<file path="src/hdl/spc_pkg.sv">
// Shared constants, codes and types of the search probe counter.
package spc_pkg;

  localparam int TABLE_DEPTH = 1024;
  localparam int ADDR_W      = $clog2(TABLE_DEPTH);
  localparam int CNT_W       = $clog2(TABLE_DEPTH + 1);
  localparam int BIX_W       = CNT_W + 1;
  localparam int VALUE_W     = 32;
  localparam int KIND_W      = 2;
  localparam int LIN_OUT_W   = 11;
  localparam int BIN_OUT_W   = 4;

  typedef enum logic [KIND_W-1:0] {
    KIND_LOAD  = 2'd0,
    KIND_QUERY = 2'd1,
    KIND_CLEAR = 2'd2
  } kind_t;

  typedef enum logic [2:0] {
    ST_IDLE,
    ST_LIN,
    ST_BIN_ISSUE,
    ST_BIN_CMP,
    ST_DONE
  } state_t;

  typedef struct packed {
    logic eq;
    logic gt;
  } cmp_res_t;

endpackage

</file>
<file path="src/hdl/spc_cmp.sv">
// Shared comparator: equality and signed greater-than of a probe against the key.
module spc_cmp (
  input  logic signed [spc_pkg::VALUE_W-1:0] probe,
  input  logic signed [spc_pkg::VALUE_W-1:0] key,
  output spc_pkg::cmp_res_t                  res
);

  always_comb begin
    res.eq = (probe == key);
    res.gt = (probe > key);
  end

endmodule
</file>
<file path="config.mk">
export PLATFORM = sky130hd
export DESIGN_NAME = spc_cmp
export DESIGN_NICKNAME = d
export VERILOG_FILES = /design/src/hdl/spc_pkg.sv /design/src/hdl/spc_cmp.sv
export SDC_FILE = /design/constraint.sdc
export NUM_CORES = 1
export LEC_CHECK = 0
export ABC_AREA = 1
export ABC_CLOCK_PERIOD_IN_PS = 2280
export BUFFER_PORTS_ARGS = -buffer_cell sky130_fd_sc_hd__buf_2
export CORE_ASPECT_RATIO = 0.75
export CORE_UTILIZATION = 46
export DETAILED_ROUTE_END_ITERATION = 16
export PLACE_DENSITY = 0.9
export SLEW_MARGIN = 0
export SYNTH_ARGS = -nofsm -noshare
export SYNTH_HDL_FRONTEND = slang
export SYNTH_SLANG_ARGS = --single-unit
</file>
<file path="constraint.sdc">
create_clock -name vclk -period 2.28
set_input_delay 0 -clock vclk [all_inputs]
set_output_delay 0 -clock vclk [all_outputs]
set_load 0.05 [all_outputs]
</file>
==> metrics.md <==
| Metric | Value |
|---|---|
| Mux cell area share after synthesis | 0% |
| Number of fill cells | 171 |
| Seq_cells | 0 |
| Commonest non-fill, non-tap cell in the layout | buf_2 |
| Clock share of power | 0% |
| Die Width | 52.8 um |
| Worst Path Arrival | 1.43 ns |
| Max IR drop VDD | 104 uV |
| Worst hold path stage count | 6 |
| Syn_nets | 241 |
| Worst setup EP type | output pin |
| Final nets | 309 |
| Total gr overflow | 0 |
| Post-Syn Area | 891 um2 |
| WL/cell | 7.91 um |
| Post-Synth Simple-Gate Area | 24.9% |
| Area of the multi-input gates | 737 um2 |
| CP Launch Type | input port |
| Routability cong. | 0.709 |
| Row count | 13 |
| Ports | 66 |
| Input/output buffers | 66 |
| Kind of critical path | input port to output pin |
| HP Start | probe[31] |
| Fmax | 700 MHz |
| Crit path max fanout | 4 |
| Die Area | 2120 um2 |
| Leak | 0.876 nW |
| Hold Path End | res[0] |
| Post-DR vias/cell | 4.43 |
| Vias | 1033 |
| Global-route usage over all layers | 18.0% |
| Synth Area in Compound Gates | 12.9% |
| Sw Ratio | 50.5% |
| Worst path required time | 2.28 ns |
| Switch Pwr | 0.103 mW |
| Worst-Margin Slew | 0.249 ns |
| Reg power frac | 0% |
| Post-synthesis xor/xnor area fraction | 0% |
| Layout cell share with drive strength beyond 1 | 34.1% |
| Vias in the first global route | 815 |
| Final period util | 62.6% |
| Worst Hold Class | input port to output pin |
| Synth warn | 0 |
| Final Critical Period | 1.43 ns |
| Area Growth Syn to Fin | 40.2% |
| Final HPWL DP | 1790 um |
| Outcome | finished clean |
| Post-DRT Antenna Nets | 0 |
| Post-synthesis adder-cell area fraction | 44.9% |
| Post-CTS sizing | 0 |
| Residual DRC | 0 |
| Mapped Cells | 145 |
| Max-Cap Viols | 0 |
| Final hold slack | 0.668 ns |
| Post-CTS Hold Buffers | 0 |
| Yosys cell types | 16 |
| Reg area | 0 um2 |
| Largest net degree at the start of global routing | 5 |
| Largest family of logic cells by synthesized area | adder cells |
| Most frequent cells in the layout | buf_2, inv_1, nand2_1 |
| Rel. slew slack | 83.5% |
| Sequential share of the synthesized area | 0% |
| Clock buf count | 0 |
| Internal Power | 0.101 mW |
| Unrepaired setup endpoints after global routing | no |
| Final setup violating endpoints | 0 |
| TritonRoute pass-1 iters | 4 |
| Die Ht | 40.1 um |
| Mapped Avg Cell Area | 6.14 um2 |
| DRT Wirelength | 1840 um |
| Slew Limit Fails | 0 |
| Total negative slack | 0 ns |
| Initial antenna violation count | 0 |
| Comb pwr share | 100.0% |
| Hold Vio Cnt, Final | 0 |
| Power per Cell Area | 164 nW/um2 |
| Starting Density | 50.2% |
| ANT cells | 0 |
| DR iter-0 viols | 7 |
| First-pass GRT wire length | 2950 um |
| CORE AREA | 1770 um2 |
| # Post-CTS Setup Buffers | 0 |
## worst max path at each step
stage               endpoint       from  slack (ns)
global placement      res[0]  probe[23]        0.89
CTS                   res[0]    key[31]        0.85
detailed placement    res[0]    key[31]        0.86
global route          res[0]    key[23]        0.68
floorplan             res[0]    key[31]        0.65
finish                res[0]    key[31]        0.85
## cells by family after synthesis
logic type,count (synthesis)
simple gates,52
buf+inv,41
fa+ha+maj,32
compound gates,20
## per-stage QoR
stage / power, mW / instance area [um2] / util [%] / setup slack (ns) / cells
2_1_floorplan: 0.127 / 891 / - / 0.654 / 145
3_3_place_gp: 0.202 / 1250 / 70.4 / 0.889 / 233
3_5_place_dp: 0.206 / 1250 / 70.4 / 0.858 / 233
4_1_cts: 0.207 / 1250 / 70.4 / 0.850 / 233
5_1_grt: 0.239 / 1250 / 70.4 / 0.676 / 233
6_report: 0.205 / 1250 / 70.4 / 0.852 / 233
## worst max-delay path, stage by stage
cell and delay (ns):
buf_2 0.08, inv_1 0.03, ha_1 0.33, nand2_1 0.10, nor2_2 0.15, nand2_2 0.08, nor2_1 0.10, nand2_1 0.08
nand2_1 0.06, nand2_1 0.05, a21oi_2 0.10, buf_2 0.26
## area by class of cell
cell class,instances,share of cell area [%]
inverters,41,12.3
multi-input cells,104,59.0
well taps,22,2.20
repair buffers,66,26.5
## layer usage
metal / routed length [um] / share of wire, % / up-vias / GRT usage (%)
met5: 0 / 0 / - / 0
met4: 0 / 0 / 0 / 0
met3: 105 / 5.7 / 0 / 0
met2: 804 / 44 / 32 / 34.8
met1: 933 / 51 / 413 / 24.0
li1: - / - / 588 / -
## Yosys cell counts
cell type / number / area share, %
nand4_1: 1 / 0.70
nor2_1: 9 / 3.8
a21oi_1: 13 / 7.3
nand4_2: 1 / 1.4
ha_1: 32 / 45
nor2_2: 1 / 0.70
nand3_1: 3 / 1.7
o21a_1: 2 / 1.7
inv_1: 41 / 17
o21ai_1: 1 / 0.56
a21o_1: 1 / 0.84
nand2_2: 1 / 0.70
nand2_1: 35 / 15
a21oi_2: 2 / 2.0
o21ai_0: 1 / 0.56
nor3_2: 1 / 1.1
## power by group through the flow
stage	Combinational [mW]	Clock [mW]	Sequential [mW]
2_1_floorplan	0.127	0	0
3_3_place_gp	0.202	0	0
5_1_grt	0.239	0	0
6_report	0.205	0	0
3_5_place_dp	0.206	0	0
4_1_cts	0.207	0	0
Note: power is estimated with default switching activity, not from simulation.
